==> config.mk <==
export PLATFORM = sky130hd
export DESIGN_NAME = scalar_kalman_filter
export DESIGN_NICKNAME = d
export VERILOG_FILES = /design/src/design/skf_pkg.sv /design/src/design/scalar_kalman_filter.sv /design/src/design/skf_mul.sv /design/src/design/skf_div.sv /design/src/design/skf_core.sv
export SDC_FILE = /design/constraint.sdc
export NUM_CORES = 2
export LEC_CHECK = 0
export BUFFER_PORTS_ARGS = -buffer_cell sky130_fd_sc_hd__buf_4
export CAP_MARGIN = 20
export CORE_ASPECT_RATIO = 2
export CORE_MARGIN = 5
export CORE_UTILIZATION = 42
export DETAILED_ROUTE_END_ITERATION = 10
export GPL_ROUTABILITY_DRIVEN = 0
export GPL_TIMING_DRIVEN = 0
export PLACE_DENSITY = 0.55
export SYNTH_ARGS = -nofsm -noshare
export SYNTH_HDL_FRONTEND = slang
export SYNTH_SLANG_ARGS = --single-unit
==> constraint.sdc <==
create_clock -name i_clk -period 9.72 [get_ports i_clk]
set_input_delay 1.458 -clock i_clk [delete_from_list [all_inputs] [get_ports i_clk]]
set_output_delay 1.458 -clock i_clk [all_outputs]
set_load 0.005 [all_outputs]
==> src/design/skf_pkg.sv <==
// ----------------------------------------------------------------------------
// skf_pkg
// Shared types and constants of the scalar Kalman filter: register indexes,
// reset values, saturation limits, sequencer states and unit interfaces.
// ----------------------------------------------------------------------------
package skf_pkg;

    localparam int unsigned DATA_W    = 32;
    localparam int unsigned CFG_IDX_W = 2;

    localparam logic [CFG_IDX_W-1:0] CFG_MEAS_NOISE = 2'd0;
    localparam logic [CFG_IDX_W-1:0] CFG_MEAS_SCALE = 2'd1;
    localparam logic [CFG_IDX_W-1:0] CFG_PROC_NOISE = 2'd2;
    localparam logic [CFG_IDX_W-1:0] CFG_INIT_COV   = 2'd3;

    // 10.0, 1.0, 20.0 and 10.0 in Q16.16
    localparam logic [DATA_W-1:0] RST_MEAS_NOISE = 32'd655360;
    localparam logic [DATA_W-1:0] RST_MEAS_SCALE = 32'd65536;
    localparam logic [DATA_W-1:0] RST_PROC_NOISE = 32'd1310720;
    localparam logic [DATA_W-1:0] RST_INIT_COV   = 32'd655360;

    localparam logic [47:0] ONE_Q16 = 48'd65536;
    localparam logic [63:0] DM_CAP  = 64'h0000_0100_0000_0000;
    localparam logic [63:0] PR_CAP  = 64'h0000_0002_0000_0000;

    localparam logic [DATA_W-1:0] K_POS_LIM = 32'h7FFF_FFFF;
    localparam logic [DATA_W-1:0] K_NEG_LIM = 32'h8000_0000;

    localparam int unsigned DIV_STEPS = 32;
    localparam int unsigned DIV_CNT_W = 5;

    typedef enum logic [3:0] {
        S_IDLE,
        S_HP,
        S_HHP_LO,
        S_HHP_HI,
        S_DEN,
        S_DIV_START,
        S_INNOV,
        S_DIV_WAIT,
        S_DM_LO,
        S_DM_HI,
        S_DM_SUM,
        S_FACT,
        S_P_LO,
        S_P_HI,
        S_P_SUM,
        S_P_NEW
    } t_state;

    typedef struct packed {
        logic [DATA_W-1:0] meas_noise;
        logic [DATA_W-1:0] meas_scale;
        logic [DATA_W-1:0] process_noise;
        logic [DATA_W-1:0] initial_cov;
    } t_cfg;

    typedef struct packed {
        logic [31:0] a;
        logic [31:0] b;
    } t_mul_op;

    typedef struct packed {
        logic        start;
        logic [63:0] num;
        logic [63:0] den;
    } t_div_req;

    typedef struct packed {
        logic        done;
        logic        zero;
        logic        ovf;
        logic [31:0] quot;
    } t_div_res;

    typedef struct packed {
        logic [DATA_W-1:0] estimate;
        logic [DATA_W-1:0] gain;
    } t_result;

endpackage

==> src/design/scalar_kalman_filter.sv <==
// ----------------------------------------------------------------------------
// scalar_kalman_filter
// One-dimensional Kalman filter in Q16.16 with configuration registers and
// a registered result stage.
// ----------------------------------------------------------------------------
// A new item is accepted only once the previous one is done; the 32-step
// restoring divide for the gain sets most of the time per item, the rest
// is the shared multiplier sequence. A finished result waits in the output
// register while the next item starts.
// Reset: registers to defaults, estimate to zero, covariance to 10.0.
module scalar_kalman_filter (
    input  logic                                i_clk,
    input  logic                                i_rst_n,
    input  logic                                i_cfg_we,
    input  logic [skf_pkg::CFG_IDX_W-1:0]       i_cfg_idx,
    input  logic [skf_pkg::DATA_W-1:0]          i_cfg_data,
    input  logic                                i_valid,
    output logic                                o_stall,
    input  logic signed [skf_pkg::DATA_W-1:0]   i_measurement,
    input  logic                                i_restart,
    output logic                                o_valid,
    input  logic                                i_stall,
    output logic signed [skf_pkg::DATA_W-1:0]   o_estimate,
    output logic signed [skf_pkg::DATA_W-1:0]   o_gain
);

    import skf_pkg::*;

    t_cfg              r_cfg;
    logic              r_ovalid;
    logic [DATA_W-1:0] r_est;
    logic [DATA_W-1:0] r_gain;

    logic              core_busy;
    logic              core_write;
    logic              out_free;
    logic              in_xfer;
    t_result           core_res;

    always_ff @(posedge i_clk) begin
        if (!i_rst_n) begin
            r_cfg.meas_noise    <= RST_MEAS_NOISE;
            r_cfg.meas_scale    <= RST_MEAS_SCALE;
            r_cfg.process_noise <= RST_PROC_NOISE;
            r_cfg.initial_cov   <= RST_INIT_COV;
        end else if (i_cfg_we) begin
            case (i_cfg_idx)
                CFG_MEAS_NOISE: r_cfg.meas_noise    <= i_cfg_data;
                CFG_MEAS_SCALE: r_cfg.meas_scale    <= i_cfg_data;
                CFG_PROC_NOISE: r_cfg.process_noise <= i_cfg_data;
                CFG_INIT_COV:   r_cfg.initial_cov   <= i_cfg_data;
                default: begin
                end
            endcase
        end
    end

    assign o_stall  = core_busy || !i_rst_n;
    assign in_xfer  = i_valid && !o_stall;
    assign out_free = !r_ovalid || !i_stall;

    skf_core u_core (
        .i_clk         (i_clk),
        .i_rst_n       (i_rst_n),
        .i_cfg         (r_cfg),
        .i_start       (in_xfer),
        .i_measurement (i_measurement),
        .i_restart     (i_restart),
        .i_out_free    (out_free),
        .o_busy        (core_busy),
        .o_write       (core_write),
        .o_result      (core_res)
    );

    always_ff @(posedge i_clk) begin
        if (!i_rst_n) begin
            r_ovalid <= 1'b0;
        end else if (core_write) begin
            r_ovalid <= 1'b1;
        end else if (!i_stall) begin
            r_ovalid <= 1'b0;
        end
    end

    always_ff @(posedge i_clk) begin
        if (core_write) begin
            r_est  <= core_res.estimate;
            r_gain <= core_res.gain;
        end
    end

    assign o_valid    = r_ovalid;
    assign o_estimate = r_est;
    assign o_gain     = r_gain;

endmodule

==> src/design/skf_mul.sv <==
// ----------------------------------------------------------------------------
// skf_mul
// Shared 32 x 32 unsigned multiplier with registered product.
// ----------------------------------------------------------------------------
module skf_mul (
    input  logic             i_clk,
    input  skf_pkg::t_mul_op i_op,
    output logic [63:0]      o_prod
);

    logic [63:0] r_prod;

    always_ff @(posedge i_clk) begin
        r_prod <= 64'(i_op.a) * 64'(i_op.b);
    end

    assign o_prod = r_prod;

endmodule

==> src/design/skf_div.sv <==
// ----------------------------------------------------------------------------
// skf_div
// Restoring divider, one quotient bit per cycle. Flags a zero divisor and a
// quotient that does not fit in 32 bits.
// ----------------------------------------------------------------------------
module skf_div (
    input  logic              i_clk,
    input  logic              i_rst_n,
    input  skf_pkg::t_div_req i_req,
    output skf_pkg::t_div_res o_res
);

    import skf_pkg::*;

    logic                 r_busy;
    logic                 r_done;
    logic [DIV_CNT_W-1:0] r_cnt;
    logic                 r_zero;
    logic                 r_ovf;
    logic [63:0]          r_rem;
    logic [63:0]          r_den;
    logic [31:0]          r_num_lo;
    logic [31:0]          r_quot;

    logic [64:0]          trial;
    logic [64:0]          diff;
    logic                 take;

    always_comb begin
        trial = {r_rem, r_num_lo[31]};
        diff  = trial - {1'b0, r_den};
        take  = ~diff[64];
    end

    always_ff @(posedge i_clk) begin
        if (!i_rst_n) begin
            r_busy <= 1'b0;
            r_done <= 1'b0;
            r_cnt  <= '0;
        end else begin
            r_done <= 1'b0;
            if (i_req.start) begin
                r_busy <= 1'b1;
                r_cnt  <= '0;
            end else if (r_busy) begin
                r_cnt <= r_cnt + 1'b1;
                if (r_cnt == DIV_CNT_W'(DIV_STEPS - 1)) begin
                    r_busy <= 1'b0;
                    r_done <= 1'b1;
                end
            end
        end
    end

    // remainder starts below the divisor unless the quotient overflows
    always_ff @(posedge i_clk) begin
        if (i_req.start) begin
            r_rem    <= {32'd0, i_req.num[63:32]};
            r_num_lo <= i_req.num[31:0];
            r_den    <= i_req.den;
            r_zero   <= (i_req.den == 64'd0);
            r_ovf    <= (i_req.den[63:32] == 32'd0) && (i_req.num[63:32] >= i_req.den[31:0]);
        end else if (r_busy) begin
            r_rem    <= take ? diff[63:0] : trial[63:0];
            r_num_lo <= {r_num_lo[30:0], 1'b0};
            r_quot   <= {r_quot[30:0], take};
        end
    end

    always_comb begin
        o_res.done = r_done;
        o_res.zero = r_zero;
        o_res.ovf  = r_ovf;
        o_res.quot = r_quot;
    end

endmodule

==> src/design/skf_core.sv <==
// ----------------------------------------------------------------------------
// skf_core
// Sequencer and datapath of one filter step: gain, estimate and covariance
// update, all products through the shared multiplier.
// ----------------------------------------------------------------------------
module skf_core (
    input  logic                        i_clk,
    input  logic                        i_rst_n,
    input  skf_pkg::t_cfg               i_cfg,
    input  logic                        i_start,
    input  logic [skf_pkg::DATA_W-1:0]  i_measurement,
    input  logic                        i_restart,
    input  logic                        i_out_free,
    output logic                        o_busy,
    output logic                        o_write,
    output skf_pkg::t_result            o_result
);

    import skf_pkg::*;

    t_state      r_state;
    t_state      n_state;

    t_mul_op     mul_op;
    logic [63:0] prod;
    t_div_req    div_req;
    t_div_res    div_res;

    logic [31:0] r_x;
    logic [31:0] r_p;
    logic [31:0] r_u;
    logic [47:0] r_hp;
    logic [63:0] r_lo;
    logic [63:0] r_d;
    logic [31:0] r_k;
    logic [47:0] r_em;
    logic        r_eneg;
    logic [40:0] r_dm;
    logic [47:0] r_fm;
    logic        r_fneg;
    logic [63:0] r_pr;

    logic        h_neg;
    logic [31:0] h_mag;
    logic [31:0] x_mag;
    logic [63:0] wide_sum;
    logic [63:0] den_sum;
    logic [47:0] hx_mag;
    logic [48:0] u_ext;
    logic [48:0] innov;
    logic [48:0] innov_neg;
    logic [47:0] em;
    logic [31:0] k_lim;
    logic [31:0] k_sat;
    logic [31:0] gain;
    logic [40:0] dm_cap;
    logic [47:0] kh;
    logic        f_neg;
    logic [47:0] fm;
    logic [42:0] x_ext;
    logic [42:0] dm_ext;
    logic [42:0] nx;
    logic [31:0] nx_sat;
    logic [63:0] pr_cap;
    logic [34:0] np_sum;
    logic [31:0] np_pos;
    logic [31:0] np_neg;
    logic [31:0] p_next;

    skf_mul u_mul (
        .i_clk  (i_clk),
        .i_op   (mul_op),
        .o_prod (prod)
    );

    skf_div u_div (
        .i_clk   (i_clk),
        .i_rst_n (i_rst_n),
        .i_req   (div_req),
        .o_res   (div_res)
    );

    // arithmetic on magnitudes, signs applied after
    always_comb begin
        h_neg     = i_cfg.meas_scale[31];
        h_mag     = h_neg ? (~i_cfg.meas_scale + 32'd1) : i_cfg.meas_scale;
        x_mag     = r_x[31] ? (~r_x + 32'd1) : r_x;

        // (lo + hi*2^32) >> 16
        wide_sum  = {16'd0, r_lo[63:16]} + {prod[47:0], 16'd0};
        den_sum   = wide_sum + {32'd0, i_cfg.meas_noise};

        hx_mag    = prod[63:16];
        u_ext     = {{17{r_u[31]}}, r_u};
        innov     = (h_neg ^ r_x[31]) ? (u_ext + {1'b0, hx_mag}) : (u_ext - {1'b0, hx_mag});
        innov_neg = ~innov + 49'd1;
        em        = innov[48] ? innov_neg[47:0] : innov[47:0];

        k_lim     = h_neg ? K_NEG_LIM : K_POS_LIM;
        if (div_res.zero) begin
            k_sat = 32'd0;
        end else if (div_res.ovf || (div_res.quot > k_lim)) begin
            k_sat = k_lim;
        end else begin
            k_sat = div_res.quot;
        end
        gain      = h_neg ? (~r_k + 32'd1) : r_k;

        dm_cap    = (wide_sum > DM_CAP) ? DM_CAP[40:0] : wide_sum[40:0];

        kh        = prod[63:16];
        f_neg     = kh > ONE_Q16;
        fm        = f_neg ? (kh - ONE_Q16) : (ONE_Q16 - kh);

        x_ext     = {{11{r_x[31]}}, r_x};
        dm_ext    = {2'b00, r_dm};
        nx        = (h_neg ^ r_eneg) ? (x_ext - dm_ext) : (x_ext + dm_ext);
        if ((nx[42:31] == 12'h000) || (nx[42:31] == 12'hFFF)) begin
            nx_sat = nx[31:0];
        end else begin
            nx_sat = nx[42] ? 32'h8000_0000 : 32'h7FFF_FFFF;
        end

        pr_cap    = (r_pr > PR_CAP) ? PR_CAP : r_pr;
        np_sum    = {1'b0, pr_cap[33:0]} + {3'd0, i_cfg.process_noise};
        np_pos    = (np_sum[34:32] != 3'd0) ? 32'hFFFF_FFFF : np_sum[31:0];
        np_neg    = ({32'd0, i_cfg.process_noise} > r_pr) ?
                    (i_cfg.process_noise - r_pr[31:0]) : 32'd0;
        p_next    = r_fneg ? np_neg : np_pos;
    end

    always_comb begin
        n_state = r_state;
        case (r_state)
            S_IDLE: begin
                if (i_start) begin
                    n_state = S_HP;
                end
            end
            S_HP:        n_state = S_HHP_LO;
            S_HHP_LO:    n_state = S_HHP_HI;
            S_HHP_HI:    n_state = S_DEN;
            S_DEN:       n_state = S_DIV_START;
            S_DIV_START: n_state = S_INNOV;
            S_INNOV:     n_state = S_DIV_WAIT;
            S_DIV_WAIT: begin
                if (div_res.done) begin
                    n_state = S_DM_LO;
                end
            end
            S_DM_LO:     n_state = S_DM_HI;
            S_DM_HI:     n_state = S_DM_SUM;
            S_DM_SUM:    n_state = S_FACT;
            S_FACT:      n_state = S_P_LO;
            S_P_LO:      n_state = S_P_HI;
            S_P_HI:      n_state = S_P_SUM;
            S_P_SUM:     n_state = S_P_NEW;
            S_P_NEW: begin
                if (i_out_free) begin
                    n_state = S_IDLE;
                end
            end
            default:     n_state = S_IDLE;
        endcase
    end

    always_comb begin
        mul_op.a      = h_mag;
        mul_op.b      = r_p;
        div_req.start = 1'b0;
        div_req.num   = {r_hp, 16'd0};
        div_req.den   = r_d;
        o_write       = 1'b0;
        o_busy        = (r_state != S_IDLE);
        case (r_state)
            S_HHP_LO: begin
                mul_op.b = prod[47:16];
            end
            S_HHP_HI: begin
                mul_op.b = {16'd0, r_hp[47:32]};
            end
            S_DIV_START: begin
                mul_op.b      = x_mag;
                div_req.start = 1'b1;
            end
            S_DM_LO: begin
                mul_op.a = r_k;
                mul_op.b = r_em[31:0];
            end
            S_DM_HI: begin
                mul_op.a = r_k;
                mul_op.b = {16'd0, r_em[47:32]};
            end
            S_DM_SUM: begin
                mul_op.a = r_k;
                mul_op.b = h_mag;
            end
            S_P_LO: begin
                mul_op.a = r_fm[31:0];
            end
            S_P_HI: begin
                mul_op.a = {16'd0, r_fm[47:32]};
            end
            S_P_NEW: begin
                o_write = i_out_free;
            end
            default: begin
            end
        endcase
    end

    always_ff @(posedge i_clk) begin
        if (!i_rst_n) begin
            r_state <= S_IDLE;
            r_x     <= 32'd0;
            r_p     <= RST_INIT_COV;
        end else begin
            r_state <= n_state;
            if ((r_state == S_IDLE) && i_start && i_restart) begin
                r_x <= 32'd0;
                r_p <= i_cfg.initial_cov;
            end
            if (r_state == S_FACT) begin
                r_x <= nx_sat;
            end
            if ((r_state == S_P_NEW) && i_out_free) begin
                r_p <= p_next;
            end
        end
    end

    always_ff @(posedge i_clk) begin
        case (r_state)
            S_IDLE: begin
                if (i_start) begin
                    r_u <= i_measurement;
                end
            end
            S_HHP_LO:  r_hp <= prod[63:16];
            S_HHP_HI:  r_lo <= prod;
            S_DEN:     r_d  <= den_sum;
            S_INNOV: begin
                r_em   <= em;
                r_eneg <= innov[48];
            end
            S_DIV_WAIT: begin
                if (div_res.done) begin
                    r_k <= k_sat;
                end
            end
            S_DM_HI:   r_lo <= prod;
            S_DM_SUM:  r_dm <= dm_cap;
            S_FACT: begin
                r_fm   <= fm;
                r_fneg <= f_neg;
            end
            S_P_HI:    r_lo <= prod;
            S_P_SUM:   r_pr <= wide_sum;
            default: begin
            end
        endcase
    end

    always_comb begin
        o_result.estimate = r_x;
        o_result.gain     = gain;
    end

endmodule

==> metrics.txt <==
largest family of logic cells by synthesized area=adder cells; CP endpoint kind=flip-flop; critical path arrival=11.60 ns; non-filler instance count after layout=13411; number of flops mapped to enable cells by yosys=637; Clock Skew=0.07119 ns; Residual DRC=0; status=finished with violations; Post-DRT Antenna Nets=0; area grow syn2layout=13.63%; ys flop type=edfxtp_1; CTS Sinks=937; fin crit share=1.129; Synth Area in Simple Gates=0.1562; die span in y=667.5 um; Mapped Area=90770 sq um; Worst-path clk slew=0.07 ns; initial DRC count=8307; Synth area leaders=edfxtp_1, fa_1, ha_1, dfxtp_1, nand2_1; DR vias=81990; full die area=226100 sq um; RSZ-0062 raised after global routing=yes; I/O pin total=138; fill count=20838; post-synthesis mux area share=0.004438; total CTS buffers=88; Commonest cells post-synth=nand2_1, inv_1, fa_1; Top Family by Delay on Critical Path=adder cells; failing checks=negative setup slack; Max Clk Rate=0.09111 GHz; GR Util All Layers=0.3795; Worst-Skew Late Latency=0.77 ns; Yosys top cell by area=edfxtp_1; Crit-path slowest cell=fa_2; max capacitance violation total=0; initial antenna violation count=46; Post-Syn Nets=11704; P per Cell Area=190.9 nW/um^2; setup TNS=-25.03 ns; largest net degree at the start of global routing=50; Yosys warning total=0; cell area after layout=103100 sq um; worst-margin pin slew=1.289 ns; headroom to the max-slew limit=0.1404; H-Tree Depth=3; most frequent cell after synthesis=nand2_1; Std-Cell Rows=241; xor and xnor fraction of the mapped netlist area=0.05876; layout cells sized above 1=0.1001; WS Path Type=flip-flop to flip-flop; LEAKAGE=44.72 nW; Fin. Hold Viols=0; crit path max fanout=6; via/cell ratio=6.114; Starting Density=0.4216; Core Util, Final=0.4791; vias in the first global route=83695; critical path data required time=10.35 ns; post-synthesis compound-gate area fraction=0.1446; Routed WL=435500 um; Die Span X=338.7 um; CTS tree=done; global-route wire length before repair=608400 um; hold_ws=0.4498 ns; global route total overflow=0; PnR worst setup slack=-1.256 ns; hold buffers post-CTS=0; minimum clock period=10.98 ns; CP bufs+invs=6; DR WL/cell=32.48 um; register area share after synthesis=0.2769; Final setup viols=35; count of distinct cell types in the synthesized netlist=102; Port-buffer cells=137; post-DP HPWL=344600 um; Slew Limit Fails=0; Crit path largest cell delay=0.79 ns; VDD IR max=0.1952 mV; fin nets=12104; worst min-delay path class=flip-flop to flip-flop; Mapped Avg Cell Area=8.980 sq um; Longest Clk Path Bufs=3; type of origin of the critical path=flip-flop; cell count after placement=13107; Adder-Cell Fraction of Synth Area=0.2847; placed cell area=96490 sq um; Crit path top cell by count=fa_2; async set-reset flop share out of synthesis=0; Core Area=215300 sq um; CTS root buf=clkbuf_16; Yosys top cell area share=0.2107; register bit total from synthesis=937; DR pass1 iterations=8; post-synthesis cell count=10108
## cell type report
type | instances | area, sq um | share of cell area
clock buffer | 113 | 2399 | 0.02325
inverter | 1307 | 4923 | 0.04773
multi-input combinational | 7376 | 60900 | 0.5905
buffer | 462 | 2322 | 0.02251
tap | 2794 | 3496 | 0.03389
timing repair buffer | 336 | 3233 | 0.03135
antenna | 35 | 87.58 | 0.0008492
clock inverter | 51 | 613.1 | 0.005944
sequential | 937 | 25170 | 0.2440
## worst register-to-register path: cells and delay by family, from the launching register on
kind | cells | cell delay (ns)
buf+inv | 6 | 0.66
simple gates | 7 | 1.99
fa+ha+maj | 9 | 5.04
compound gates | 12 | 2.39
flops | 1 | 0.37
xor+xnor | 2 | 0.41
## flip-flops by register name, indices dropped and copies added, names as in the netlist, 16 cells and up
| signal | count |
|---|---|
| u_core.u_mul.o_prod | 64 |
| u_core.r_x | 32 |
| o_estimate | 32 |
| u_core.r_k | 32 |
| o_gain | 32 |
| u_core.r_pr | 64 |
| u_core.r_dm | 41 |
| u_core.u_div.r_quot | 32 |
| u_core.r_u | 32 |
| u_core.r_p | 32 |
| u_core.r_lo | 48 |
| u_core.u_div.r_num_lo | 16 |
| u_core.r_hp | 48 |
| u_core.r_d | 64 |
| u_core.u_div.r_rem | 64 |
| u_core.r_fm | 48 |
| r_cfg | 128 |
| u_core.r_em | 48 |
| u_core.u_div.r_den | 64 |
## layout by cell type, fill, tap and decap left out, types with 67 or more instances in the layout
cell type	count
xnor2_1	357
inv_1	1282
and2_1	103
dfxtp_1	287
a22oi_1	101
ha_1	608
clkbuf_16	95
xor2_1	210
a21oi_1	625
nor3_1	156
a31oi_1	67
nand2_1	1368
edfxtp_1	637
o21ai_0	326
a21o_1	244
clkbuf_2	92
o21a_1	82
nor2_1	813
nand3_1	110
nor4_1	90
fa_1	872
nand4_1	111
buf_4	246
clkbuf_1	291
## final timing paths
path | start | endpoint | slack [ns] | depth (start not counted)
min reg2reg | u_core.r_d[56]$_DFFE_PP_ | u_core.u_div.r_den[56]$_DFFE_PP_ | 0.45 | 0
max | u_core.r_x[17]$_SDFFE_PN0P_ | u_core.u_mul.o_prod[63]$_DFF_P_ | -1.26 | 36
min | u_core.r_d[56]$_DFFE_PP_ | u_core.u_div.r_den[56]$_DFFE_PP_ | 0.45 | 0
max reg2reg | u_core.r_x[17]$_SDFFE_PN0P_ | u_core.u_mul.o_prod[63]$_DFF_P_ | -1.26 | 36
## stage by stage
stage	worst slack [ns]	power, mW
after floorplan	0.01826	10.96
after global placement	-4.854	14.66
after detailed placement	-3.759	14.85
after CTS	-0.9566	18.97
after global routing	-1.395	20.34
final	-1.256	19.69
## kinds of logic (layout without fill, tap and decap cells)
logic type               after synthesis  in the layout
multiplexers                          40             40
AND/OR/NAND/NOR                     3164           3164
AO/OA/AOI/OAI                       2039           2039
flip-flops                           937            937
other                                  0             35
adder cells (fa/ha/maj)             1524           1524
XOR/XNOR                             609            609
buffers and inverters               1795           2269
## layer usage
metal	track usage	vias up	share of wire
li1	-	34824	-
met1	0.3486	40035	0.29
met2	0.6361	4852	0.47
met3	0.1071	2267	0.085
met4	0.4266	12	0.15
met5	0.0002148	-	0.00017
## repair_timing
item | in CTS | in global routing
pin swaps | 127 | 85
endpoints found under the setup margin | 84 | 48
setup buffers | 71 | 52
gates resized for setup | 532 | 178
## power by group
group          switching [mW]  leakage (nW)  internal [mW]
Combinational            7.09          35.0           3.49
Clock                    1.74          1.46           2.00
Sequential              0.596          8.27           4.77
Total                    9.43          44.7           10.3
(Power assumes the default switching activity.)
